===== src/hw/rtl/upq_pkg.sv =====
// Shared constants and types for the unsorted priority queue.
// Used by upq_cmp and unsorted_priority_queue; depends on nothing else.
`timescale 1ns / 1ps
`default_nettype none
package upq_pkg;

	localparam int DEPTH = 16;
	localparam int DW    = 32;
	localparam int AW    = $clog2(DEPTH);
	localparam int CW    = $clog2(DEPTH + 1);

	localparam logic [1:0] OP_ENQ = 2'd0;
	localparam logic [1:0] OP_DEQ = 2'd1;
	localparam logic [1:0] OP_REM = 2'd2;
	localparam logic [1:0] OP_UPD = 2'd3;

	localparam logic [1:0] ST_OK       = 2'd0;
	localparam logic [1:0] ST_EMPTY    = 2'd1;
	localparam logic [1:0] ST_NOTFOUND = 2'd2;
	localparam logic [1:0] ST_FULL     = 2'd3;

	typedef struct packed {
		logic gt;
		logic eq;
	} cmp_t;

endpackage
`default_nettype wire


===== src/hw/rtl/upq_cmp.sv =====
// Shared signed comparator used by every scan of the entry store.
// Depends on upq_pkg for the data width and the result struct.
`timescale 1ns / 1ps
`default_nettype none
module upq_cmp (
	input  wire logic signed [upq_pkg::DW-1:0] a,
	input  wire logic signed [upq_pkg::DW-1:0] b,
	output upq_pkg::cmp_t                      res
);

	always_comb begin
		res.gt = (a > b);
		res.eq = (a == b);
	end

endmodule
`default_nettype wire


===== src/hw/rtl/unsorted_priority_queue.sv =====
// Unsorted priority queue top level: entry store, scan/compact sequencer, result register.
// Depends on upq_pkg and on upq_cmp, the one comparator shared by all scans.
`timescale 1ns / 1ps
`default_nettype none

// The queue holds up to 16 signed 32-bit entries in insertion order in a small
// single-write, single-read memory with a registered read port. An enqueue goes
// from the finish state into the output register, and in_ready returns in the
// same cycle that its result becomes valid. Dequeue-max, remove and update walk
// the store from the newest entry to the oldest through one shared signed
// comparator, one entry per cycle. Dequeue-max and remove then close the gap by
// copying each later entry down one place, again one entry per cycle through the
// memory port. The finish state then hands the result to the output register,
// once that register is free. Taking the oldest entry of a full store is the
// worst case, and the next item can be taken as soon as this result is valid.
// The block works on one item at a time: in_ready is high only while the
// sequencer is idle, but a finished result may wait in the output register
// while the next item is already accepted.
module unsorted_priority_queue (
	input  wire logic                             clk,
	input  wire logic                             arst_n,
	input  wire logic                             in_valid,
	output logic                                  in_ready,
	input  wire logic [1:0]                       op,
	input  wire logic signed [upq_pkg::DW-1:0]    value,
	input  wire logic signed [upq_pkg::DW-1:0]    replacement,
	output logic                                  out_valid,
	input  wire logic                             out_ready,
	output logic signed [upq_pkg::DW-1:0]         result_value,
	output logic [1:0]                            status,
	output logic [upq_pkg::CW-1:0]                entry_count
);

	localparam int AW = upq_pkg::AW;
	localparam int CW = upq_pkg::CW;
	localparam int DW = upq_pkg::DW;

	// Sequencer states.
	localparam logic [1:0] S_IDLE  = 2'd0;
	localparam logic [1:0] S_SCAN  = 2'd1;
	localparam logic [1:0] S_SHIFT = 2'd2;
	localparam logic [1:0] S_FIN   = 2'd3;

	logic [1:0]    state_q;
	logic [1:0]    op_q;
	logic [DW-1:0] key_q;
	logic [DW-1:0] nval_q;
	logic [CW-1:0] count_q;
	logic [CW-1:0] iss_q;
	logic [CW-1:0] sh_q;
	logic          found_q;
	logic [AW-1:0] pos_q;
	logic [DW-1:0] best_q;
	logic [DW-1:0] res_q;
	logic [1:0]    st_q;

	// Scan pipeline: the entry read last cycle and its index.
	logic          vld_s1;
	logic [AW-1:0] idx_s1;
	// Compaction pipeline: a pending write of the entry read last cycle.
	logic          wv_s1;
	logic [AW-1:0] wa_s1;

	logic          out_valid_q;
	logic [DW-1:0] out_value_q;
	logic [1:0]    out_status_q;
	logic [CW-1:0] out_count_q;

	// Entry store.
	logic [DW-1:0] mem [upq_pkg::DEPTH];
	logic [DW-1:0] rdata_q;

	logic          rd_en;
	logic [AW-1:0] rd_addr;
	logic          wr_en;
	logic [AW-1:0] wr_addr;
	logic [DW-1:0] wr_data;

	logic          accept;
	logic          full;
	logic [CW-1:0] iss_m1;
	logic          scan_done;
	logic          sh_rd;
	logic          out_free;
	logic [CW-1:0] sh_start;
	logic [CW-1:0] sh_m1;

	upq_pkg::cmp_t cmp_res;
	logic [DW-1:0] cmp_b;

	assign in_ready  = (state_q == S_IDLE);
	assign accept    = in_valid && in_ready;
	assign full      = (count_q >= CW'(upq_pkg::DEPTH));
	assign iss_m1    = iss_q - CW'(1);
	assign scan_done = (state_q == S_SCAN) && (iss_q == '0) && !vld_s1;
	assign sh_rd     = (state_q == S_SHIFT) && (sh_q < count_q);
	assign out_free  = !out_valid_q || out_ready;
	assign sh_start  = CW'(pos_q) + CW'(1);
	assign sh_m1     = sh_q - CW'(1);

	// Dequeue compares against the best entry so far; remove and update against the key.
	assign cmp_b = (op_q == upq_pkg::OP_DEQ) ? best_q : key_q;

	upq_cmp u_cmp (
		.a   (rdata_q),
		.b   (cmp_b),
		.res (cmp_res)
	);

	// Memory port control.
	always_comb begin
		rd_en   = 1'b0;
		rd_addr = iss_m1[AW-1:0];
		wr_en   = 1'b0;
		wr_addr = count_q[AW-1:0];
		wr_data = value;
		case (state_q)
			S_IDLE: begin
				if (accept && (op == upq_pkg::OP_ENQ) && !full) begin
					wr_en = 1'b1;
				end
			end
			S_SCAN: begin
				rd_en   = (iss_q != '0);
				rd_addr = iss_m1[AW-1:0];
				if (scan_done && found_q && (op_q == upq_pkg::OP_UPD)) begin
					wr_en   = 1'b1;
					wr_addr = pos_q;
					wr_data = nval_q;
				end
			end
			S_SHIFT: begin
				rd_en   = sh_rd;
				rd_addr = sh_q[AW-1:0];
				wr_en   = wv_s1;
				wr_addr = wa_s1;
				wr_data = rdata_q;
			end
			default: begin
			end
		endcase
	end

	always_ff @(posedge clk) begin
		if (wr_en) begin
			mem[wr_addr] <= wr_data;
		end
		if (rd_en) begin
			rdata_q <= mem[rd_addr];
		end
	end

	// Payload registers of the sequencer.
	always_ff @(posedge clk) begin
		if (accept) begin
			op_q   <= op;
			key_q  <= value;
			nval_q <= replacement;
		end
		if (state_q == S_SCAN) begin
			idx_s1 <= iss_m1[AW-1:0];
		end
		if (state_q == S_SHIFT) begin
			wa_s1 <= sh_m1[AW-1:0];
		end
	end

	// Sequencer.
	always_ff @(posedge clk or negedge arst_n) begin
		if (!arst_n) begin
			state_q <= S_IDLE;
			count_q <= '0;
			iss_q   <= '0;
			sh_q    <= '0;
			found_q <= 1'b0;
			pos_q   <= '0;
			best_q  <= '0;
			res_q   <= '0;
			st_q    <= upq_pkg::ST_OK;
			vld_s1  <= 1'b0;
			wv_s1   <= 1'b0;
		end else begin
			case (state_q)
				S_IDLE: begin
					if (accept) begin
						iss_q   <= count_q;
						found_q <= 1'b0;
						vld_s1  <= 1'b0;
						wv_s1   <= 1'b0;
						res_q   <= '0;
						if (op == upq_pkg::OP_ENQ) begin
							if (full) begin
								st_q <= upq_pkg::ST_FULL;
							end else begin
								st_q    <= upq_pkg::ST_OK;
								count_q <= count_q + CW'(1);
							end
							state_q <= S_FIN;
						end else if (count_q == '0) begin
							st_q    <= (op == upq_pkg::OP_DEQ) ? upq_pkg::ST_EMPTY
							                                   : upq_pkg::ST_NOTFOUND;
							state_q <= S_FIN;
						end else begin
							st_q    <= upq_pkg::ST_OK;
							state_q <= S_SCAN;
						end
					end
				end
				S_SCAN: begin
					vld_s1 <= rd_en;
					if (rd_en) begin
						iss_q <= iss_m1;
					end
					// The scan runs newest first, so the first hit is the newest
					// match, and a strict compare keeps the newer of equal maxima.
					if (vld_s1) begin
						if (op_q == upq_pkg::OP_DEQ) begin
							if (!found_q || cmp_res.gt) begin
								found_q <= 1'b1;
								best_q  <= rdata_q;
								pos_q   <= idx_s1;
							end
						end else if (!found_q && cmp_res.eq) begin
							found_q <= 1'b1;
							pos_q   <= idx_s1;
						end
					end
					if (scan_done) begin
						wv_s1 <= 1'b0;
						sh_q  <= sh_start;
						if (!found_q) begin
							st_q    <= upq_pkg::ST_NOTFOUND;
							state_q <= S_FIN;
						end else if (op_q == upq_pkg::OP_UPD) begin
							state_q <= S_FIN;
						end else begin
							if (op_q == upq_pkg::OP_DEQ) begin
								res_q <= best_q;
							end
							state_q <= S_SHIFT;
						end
					end
				end
				S_SHIFT: begin
					wv_s1 <= sh_rd;
					if (sh_rd) begin
						sh_q <= sh_q + CW'(1);
					end
					if (!sh_rd && !wv_s1) begin
						count_q <= count_q - CW'(1);
						state_q <= S_FIN;
					end
				end
				S_FIN: begin
					if (out_free) begin
						state_q <= S_IDLE;
					end
				end
				default: begin
					state_q <= S_IDLE;
				end
			endcase
		end
	end

	// Output register: a result may sit here while the next item is worked on.
	always_ff @(posedge clk or negedge arst_n) begin
		if (!arst_n) begin
			out_valid_q <= 1'b0;
		end else begin
			if ((state_q == S_FIN) && out_free) begin
				out_valid_q <= 1'b1;
			end else if (out_ready) begin
				out_valid_q <= 1'b0;
			end
		end
	end

	always_ff @(posedge clk) begin
		if ((state_q == S_FIN) && out_free) begin
			out_value_q  <= res_q;
			out_status_q <= st_q;
			out_count_q  <= count_q;
		end
	end

	assign out_valid    = out_valid_q;
	assign result_value = out_value_q;
	assign status       = out_status_q;
	assign entry_count  = out_count_q;

	// The store never holds more entries than it has room for.
	a_count_bound: assert property (@(posedge clk) disable iff (!arst_n)
		count_q <= CW'(upq_pkg::DEPTH))
		else $error("entry count exceeds the store depth");

	// A full status is only reported when the store is at capacity.
	a_full_count: assert property (@(posedge clk) disable iff (!arst_n)
		(out_valid_q && (out_status_q == upq_pkg::ST_FULL)) |->
		(out_count_q == CW'(upq_pkg::DEPTH)))
		else $error("full status with a store below capacity");

	// An empty status goes with an empty store and a zero value.
	a_empty_result: assert property (@(posedge clk) disable iff (!arst_n)
		(out_valid_q && (out_status_q == upq_pkg::ST_EMPTY)) |->
		((out_count_q == '0) && (out_value_q == '0)))
		else $error("empty status with entries or a value");

	// The sequencer is busy in the cycle after an item is taken.
	a_busy_after_accept: assert property (@(posedge clk) disable iff (!arst_n)
		accept |=> !in_ready)
		else $error("item accepted on two consecutive cycles");

endmodule
`default_nettype wire

===== config.mk =====
export PLATFORM = sky130hd
export DESIGN_NAME = unsorted_priority_queue
export DESIGN_NICKNAME = d
export VERILOG_FILES = /design/src/hw/rtl/upq_pkg.sv /design/src/hw/rtl/upq_cmp.sv /design/src/hw/rtl/unsorted_priority_queue.sv
export SDC_FILE = /design/constraint.sdc
export NUM_CORES = 1
export LEC_CHECK = 0
export BUFFER_PORTS_ARGS = -buffer_cell sky130_fd_sc_hd__buf_2
export CORE_MARGIN = 3
export CORE_UTILIZATION = 41
export CTS_BUF_LIST = sky130_fd_sc_hd__clkbuf_16
export CTS_CLUSTER_SIZE = 14
export DETAILED_ROUTE_END_ITERATION = 6
export MAX_ROUTING_LAYER = met4
export SYNTH_ARGS = -nofsm -noshare
export SYNTH_HDL_FRONTEND = slang
export SYNTH_SLANG_ARGS = --single-unit

===== constraint.sdc =====
create_clock -name clk -period 5.4 [get_ports clk]
set_input_delay 1.62 -clock clk [delete_from_list [all_inputs] [get_ports clk]]
set_output_delay 1.62 -clock clk [all_outputs]
set_load 0.05 [all_outputs]

==> results of run 1 <==
final cells by class:
cell class	instances	area share
Clock buffer	78	0.0562
Sequential cell	748	0.633
Inverter	27	0.00292
Clock inverter	62	0.0114
Multi-Input combinational cell	819	0.225
Tap cell	950	0.0342
Timing Repair Buffer	201	0.0368
Antenna cell	1	0.0000720
per-layer routing:
metal	track usage	up-vias
met1	0.262	8155
met2	0.289	514
met4	0.0482	0
li1	-	7083
met5	-	-
met3	0.0300	91
power breakdown:
part | leakage [nW] | internal, mW | total (mW) | switching [mW]
registers | 7.17 | 8.14 | 8.70 | 0.554
clock network | 1.23 | 2.74 | 4.93 | 2.19
logic | 3.72 | 3.37 | 9.12 | 5.75
total | 12.1 | 14.3 | 22.7 | 8.50
Yosys cell counts, drive strengths merged, types with 4 or more instances:
| library cell | number |
|---|---|
| edfxtp | 657 |
| nand2 | 136 |
| mux4 | 128 |
| dfrtp | 91 |
| o21ai | 84 |
| mux2i | 75 |
| a21oi | 59 |
| clkbuf | 54 |
| ha | 46 |
| a22oi | 37 |
| nor2b | 37 |
| mux2 | 35 |
| nor2 | 35 |
| a211oi | 33 |
| buf | 33 |
| inv | 26 |
| nand3 | 11 |
| nand4 | 11 |
| a22o | 8 |
| nand2b | 7 |
| xor2 | 7 |
| a21o | 6 |
| a31oi | 6 |
| o22ai | 6 |
| o211ai | 5 |
| nor3 | 4 |
| o32ai | 4 |
critical path, cell delays in order (launching register included):
cell      delay (ns)
dfrtp_1         0.42
inv_1           0.16
ha_1            0.26
or4b_1          0.66
nor4_4          0.66
buf_4           0.44
o21bai_2        0.18
nor2_2          0.16
nand2_2         0.16
nor2_4          0.76
buf_4           0.32
state kept, by name, indices dropped and copies added, names as in the netlist, 2 cells and up:
signal,flops
idx_s1,4
wa_s1,4
status,2
result_value,32
state_q,2
pos_q,4
st_q,2
sh_q,5
op_q,2
entry_count,5
count_q,5
mem,512
res_q,32
nval_q,32
best_q,32
key_q,32
rdata_q,32
iss_q,5
kinds of logic after synthesis:
kind of cell,share of synthesized area
DFF,0.730
xor gates and xnor gates,0.00291
AOI/OAI and AO/OA,0.0559
muxes,0.134
buffers and inverters,0.0176
and+or+nand+nor,0.0403
adders and majority gates,0.0198
worst max path at each step:
| stage | startpoint | to | slack, ns |
|---|---|---|---|
| 6_report | iss_q[0]$_DFFE_PN0P_ | mem[9][25]$_DFFE_PP_ | 0.91 |
| 5_1_grt | iss_q[0]$_DFFE_PN0P_ | mem[9][25]$_DFFE_PP_ | 0.57 |
| 4_1_cts | iss_q[0]$_DFFE_PN0P_ | mem[9][27]$_DFFE_PP_ | 0.87 |
| 3_5_place_dp | iss_q[0]$_DFFE_PN0P_ | mem[9][27]$_DFFE_PP_ | 0.86 |
| 3_3_place_gp | iss_q[0]$_DFFE_PN0P_ | mem[9][25]$_DFFE_PP_ | 1.04 |
| 2_1_floorplan | op[0] | mem[4][0]$_DFFE_PP_ | 1.23 |
metrics by stage:
step / util / cell area (sq um)
global placement: 0.448 / 32400
global route: 0.481 / 34700
CTS: 0.481 / 34700
detailed placement: 0.448 / 32400
floorplan: - / 30200
finish: 0.481 / 34700
==> results by stage, run 1 <==
Run status:
- The flow ran to the end, and the final reports show no timing, DRC or antenna violations.

GRT:
- For this run, the total global-route usage over all layers was measured as 0.187.
- The initial antenna violation count is 0.
- The via count of the first global-routing pass came to 16400.
- Global routing finished with a remaining overflow of 0.
- The first-pass GRT wire length is 106 mm.
- The maximum number of pins on one net before global-route repair is 65.

Routing:
- The routed design uses 4.24 mm of met3 wire.
- The uppermost layer routed is met4.
- Summing over every cut layer, the via total after detailed routing is 15800.
- The post-route DRC violation count is 0.
- For this block, the routed nets add up to 69.1 mm of wire.
- Before antenna repair, the detailed router went through 5 iterations.
- The ratio of routed vias to standard cells is 5.49.
- The first routing iteration left 1378 violations.
- The average routed wire per standard cell is 23.9 um.
- The residual antenna-violating net count after detailed routing is 0.
- Summed over all nets, wire length on met2 after detailed routing comes to 32.8 mm.
- After detailed routing, the wire length on met1 is 30.9 mm.

Power:
- The worst vdd rail ir drop is 0.332 mV.
- The power density over the cells is 655 mW/mm^2.
- The design draws 22.7 mW.
- The analysis attributes to cell leakage a power of 12.1 nW.

STA:
- The final-report max-slew violation count was 0.
- In this run the tightest slew margin relative to its limit is 0.198.
- The actual transition at the worst max-transition pin is 1.19 ns.
- The final setup TNS is 0 ns.
- The total count of hold-check failures in the final report is 0.
- The setup skew after layout is 0.0180 ns.
- The maximum clock rate is 223 MHz.
- The clock period could shrink to 4.49 ns.
- Across all setup checks in the final design, the least slack found is 0.907 ns.
- Setup violations remaining at the end of the flow were counted as 0.
- Setup repair after global routing left no endpoint under its margin.
- The tightest hold path in the finished design has a slack of 0.439 ns.
- Of the available clock period, the critical path in the final layout requires 0.832.

Finish:
- The non-filler instance count after layout is 2886.
- The library cell used most frequently in the layout, excluding fill and tap cells, is edfxtp_1.
- The fraction of final layout cells with drive strength greater than 1 is 0.264.
- The total area of sequential cells is 0.0220 sq mm.
- For this run, the post-layout net count is 1992.
- The count of fill cells added during filler insertion is 5970.
- Leaving out fill and tap cells, the most frequent cells in the layout are 657 x edfxtp_1, 134 x nand2_1, 128 x mux4_2, 109 x buf_2, 91 x dfrtp_1.
- From synthesis to final layout, the design area changed by 15.2%.
- The area occupied by multi-input gates is 0.00783 sq mm.

Critical path:
- The highest fanout seen on the critical path is 29.
- The capturing point of the worst reg2reg path is mem[9][25]$_DFFE_PP_.
- In this run the critical register-to-register path is launched from iss_q[0]$_DFFE_PN0P_.
- The critical path is of the flop to flop type.
- The type of element launching the critical path is a flop.
- Counting cells, the worst reg-to-reg path comes to 10.
- The setup slack on the worst flop-to-flop path is 0.91 ns.
- For the worst setup path, the data arrival time is 4.80 ns.
- STA puts the critical path data required time at 5.71 ns.
- The worst setup path is captured at a flop.

Clock network:
- The H-tree level count is 3.
- The number of buffers inserted during clock tree synthesis is 78.
- The post-CTS repair timing setup buffer count is 0.
- The number of resized instances in the post-cts repair step is 0.
- The register clock-pin slew on the reported worst setup and hold paths is 0.06 ns.
- TritonCTS built the clock tree.
- The longest clock path from root to sink contains 3 buffers.
- The clock latency of the later-clocked register in the worst-skew pair is 0.62 ns.
- The total number of clock tree sinks is 748.
- The root buffer cell chosen for the clock tree is clkbuf_16.
- Hold repair after CTS inserted 0 buffers.

Die:
- The die is 277 um tall.
- For this configuration, the core starts out at a cell density of 0.417.
- The die width is 277 um.
- The area of the core is 0.0722 sq mm.
- 111 I/O pins were placed.
- The full die area is 0.0768 sq mm.
- After floorplanning, the core was divided into 98 placement rows.

Logic synthesis:
- The fraction of post-synthesis cell area in the top cell type by area is 0.654.
- The number of nets in the synthesized netlist is 1798.
- Synthesis produced a netlist whose cell count is 1681.
- The Yosys step of the flow raised 0 warnings.
- The number of different library cells in the post-synthesis netlist is 67.
- In this run the cell area of the synthesized design comes to 0.0302 sq mm.
- Of all cell types, the one taking the most synthesized area is edfxtp_1.
- Ranked by total cell area, the synthesized netlist is headed by edfxtp_1 65%, mux4_2 9.6%, dfrtp_1 7.6%, mux2i_1 2.5%, ha_1 1.9%.
- The share of synthesized flip-flops with an asynchronous set or reset is 0.122.
- In this run, synthesis inferred 657 flip-flops with an integrated enable.
- Of the synthesized area, sequential elements account for 0.730.
- In this run the mean area of a mapped cell was 17.9 sq um.
- Synthesis inferred 748 register bits.
- The dominant synthesized flop cell is edfxtp_1.

Min path:
- The path class of the lowest-slack min-delay path is flop to flop.
- In this run the most critical hold path is launched from res_q[26]$_DFFE_PN0P_.
- The capture endpoint of the worst hold path is result_value[26]$_DFFE_PP_.
- The number of instances on the worst hold path is 0.

Run:
- Across the run, the number of max-cap violations was 0.

Place:
- At the end of routability-driven placement, the weighted congestion stood at 0.910.
- OpenSTA, run right after detailed placement, puts the worst setup slack at 0.863 ns.
- After legalization and detailed placement, the total HPWL measured 46.1 mm.
- In this run the tool buffered the top-level ports with 110 buffer cells.
- The number of cells after detailed placement is 2744.
No activity file was read; power rests on OpenSTA's default activity.
==> run 2: changes to the inputs <==
==> constraint.sdc (replaced) <==
create_clock -name clk -period 4.6 [get_ports clk]
set_input_delay 1.38 -clock clk [delete_from_list [all_inputs] [get_ports clk]]
set_output_delay 1.38 -clock clk [all_outputs]
set_load 0.05 [all_outputs]
==> results by stage, run 2 (synthesis results as in run 1) <==
Die:
- The vertical die dimension came to 277 um (unchanged).
- The number of top-level pins is 111 (unchanged).
- The area of the core is 0.0722 sq mm (unchanged).
- The die width is 277 um (unchanged).
- The starting utilization of the core area is 0.417 (unchanged).
- The site row count was 98 (unchanged).
- The full die area is 0.0768 sq mm (unchanged).

Routing:
- The violation count after the first detailed-routing iteration is 1372 (-0.44%).
- The residual antenna-violating net count after detailed routing is 0 (unchanged).
- The total iterations of the first detailed-routing run is 5 (unchanged).
- The post-route DRC violation count is 0 (unchanged).
- The average routed wire per standard cell is 24.6 um (+2.7%).
- The ratio of routed vias to standard cells is 5.57 (+1.5%).
- The count of vias placed by the detailed router came to 16000 (+1.1%).
- The final wirelength was 70.7 mm (+2.3%).

Finish:
- The total non-filler cell area in the finished layout was 0.0349 sq mm (+0.44%).
- The count of fill cells added during filler insertion is 5987 (+0.28%).
- The register with the highest flop count is mem.
- The number of flip-flops under the largest register name was 512 (unchanged).
- Leaving out fill and tap cells, the most frequent cells in the layout are 657 x edfxtp_1, 134 x nand2_1, 128 x mux4_2, 109 x buf_2, 91 x dfrtp_1.
- The final standard cell utilization of the core is 0.483 (+0.00213).
- Relative to the synthesized area, the layout overhead comes to 15.8%.
- The fraction of final layout cells with drive strength greater than 1 is 0.262 (-0.00161).
- The total number of nets in the final design came to 1980 (-0.60%).
- The number of antenna cells inserted is 0 (-1).
- The library cell used most frequently in the layout, excluding fill and tap cells, is edfxtp_1.

STA:
- The clock period minus final worst setup slack is 4.05 ns (-0.440 ns).
- The final-report max-slew violation count is 0 (unchanged).
- The final cycle utilization of the critical path is 0.881 (+0.0490).
- The maximum clock rate is 247 MHz (+11%).
- The worst slack on hold paths is 0.444 ns (+0.00563 ns).
- The final setup TNS is 0 ns (unchanged).
- The setup violation total in the final timing report is 0 (unchanged).
- The tightest slew margin relative to the limit was 0.203 (+0.00518).
- The setup skew after layout was 0.0200 ns (+0.00195 ns).
- Setup repair after global routing left no endpoint under its margin.
- The actual transition at the worst max-transition pin was 1.19 ns (-0.00771 ns).
- The total count of hold-check failures in the final report came to 0 (unchanged).

Critical path:
- The most common cell type on the critical path is nand4_1.
- The highest fanout seen on the critical path is 23 (-21%).
- The startpoint of the most critical setup path is op_q[1]$_DFFE_PP_.
- The cell at the slowest stage of the critical path is nand2b_2.
- Walking the worst path, the cells encountered are nand2b_2 > buf_4 > mux2i_1 > ha_1 > nand4_1 > nor3_1 > nand4_1 > and3_1 > a21oi_2 > a31oi_4 > buf_12 > mux2_1.
- The top cell family by delay on the critical path is simple AND/OR/NAND/NOR gates.
- The worst register-to-register path ends at best_q[8]$_DFFE_PN0P_.
- The sum of buffers and inverters on the critical path is 2 (-1).
- The setup slack on the worst flop-to-flop path is 0.55 ns (-0.36 ns).
- The highest cell delay on the worst timing path came to 0.48 ns (-0.28 ns).
- The critical path is of the flop to flop type.
- The arrival time of data at the critical path endpoint is 4.56 ns (-0.24 ns).
- The type of element launching the critical path is a flop.
- In this run the critical register-to-register path is launched from op_q[1]$_DFFE_PP_.
- The number of cells on the worst reg-to-reg path is 12 (+2).
- The category of the worst setup path capture point is a flop.
- The worst path required time is 5.11 ns (-0.60 ns).

Clock network:
- The post-CTS repair timing setup buffer count is 0 (unchanged).
- The number of buffers inserted during clock tree synthesis is 74 (-5.1%).
- The number of resized instances in the post-cts repair step is 0 (unchanged).
- The number of hold buffers added after CTS is 0 (unchanged).
- The register clock-pin slew on the reported worst setup and hold paths is 0.07 ns (about the same).
- The H-tree level count is 3 (unchanged).
- The tree is rooted in a clkbuf_16.
- The CTS tree is built.
- The total number of clock tree sinks is 748 (unchanged).
- The clock latency of the later-clocked register in the worst-skew pair was 0.62 ns (about the same).
- The maximum clock path buffer count is 3 (unchanged).

GRT:
- The initial antenna violation count is 0 (unchanged).
- The aggregate global-route resource usage is 0.190 (+0.00280).
- The overall overflow remaining after global route is 0 (unchanged).
- The maximum number of pins on one net before global-route repair is 74 (+14%).
- The first-pass GRT wire length is 107 mm (+1.3%).
- The via count of the first global-routing pass is 16500 (+0.60%).

Min path:
- The min-delay analysis places its worst path in the category flop to flop.
- The number of instances on the worst hold path is 0 (unchanged).
- The capture endpoint of the worst hold path is result_value[25]$_DFFE_PP_.
- The startpoint identified for the worst hold timing path is res_q[25]$_DFFE_PN0P_.

Run status:
- The flow ran to the end, and the final reports show no timing, DRC or antenna violations.

Power:
- The overall power is 26.4 mW (+16%).
- The power density over the cells is 756 mW/mm^2 (+15%).
- The worst vdd rail ir drop is 0.503 mV (+51%).
- The leakage power came to 12.1 nW (about the same).

Place:
- The number of buffers inserted by port buffering came to 110 (unchanged).
- The routability-driven placement congestion ratio is 0.838 (-7.9%).
- The placed standard-cell area is 0.0325 sq mm (+0.46%).
- The HPWL reported at the end of detailed placement is 43.3 mm (-6.2%).

Run:
- The reported max-cap violation count came to 0 (unchanged).
-- run 2: cell count changes in the layout (fill, tap and decap cells not counted), sizes merged --
cell and delta:
diode -1, clkbuf -2, clkinv -5, bufinv +4
buf -8
-- run 2: layout make-up --
class / count / area (sq um) / share of cell area
flip-flops and latches: 748 / 22000 / 0.631
multi-input cells: 819 / 7830 / 0.224
clock buffers: 76 / 1900 / 0.0545
repair buffers: 193 / 1410 / 0.0405
well taps: 950 / 1190 / 0.0341
clock inverters: 61 / 465 / 0.0133
inverters: 27 / 101 / 0.00290
-- run 2: worst reg2reg max path, delay by kind of cell, from the launching register on --
| family | cells | cell delay [ns] |
|---|---|---|
| simple gates | 5 | 1.68 |
| buf+inv | 2 | 0.59 |
| mux | 2 | 0.46 |
| compound gates | 2 | 0.45 |
| flops | 1 | 0.40 |
| fa+ha+maj | 1 | 0.36 |
-- run 2: through the flow --
stage	instances	setup WS, ns
final	2874	0.547
after detailed placement	2737	0.570
after global routing	2874	0.356
after floorplan	1681	0.608
after global placement	2737	0.634
after CTS	2874	0.532
-- run 2: where the power goes --
group          switching, mW  internal [mW]
clock                   2.52           3.35
combinational           6.32           3.92
sequential             0.714           9.55
-- run 2: how the worst max path moves through the flow --
stage                              to  cells past startpoint  slack [ns]
2_1_floorplan     mem[8][0]$_DFFE_PP_                     11        0.61
3_3_place_gp   best_q[19]$_DFFE_PN0P_                     12        0.63
3_5_place_dp   best_q[10]$_DFFE_PN0P_                     12        0.57
4_1_cts        best_q[18]$_DFFE_PN0P_                     12        0.53
5_1_grt        best_q[19]$_DFFE_PN0P_                     12        0.36
6_report        best_q[8]$_DFFE_PN0P_                     12        0.55
-- run 2: layer usage --
| layer | GRT usage | up-vias | share of wire |
|---|---|---|---|
| li1 | - | 7054 | - |
| met1 | 0.254 | 8404 | 0.43 |
| met2 | 0.306 | 482 | 0.50 |
| met3 | 0.0277 | 80 | 0.054 |
| met4 | 0.0550 | 0 | 0.021 |
| met5 | - | - | 0 |
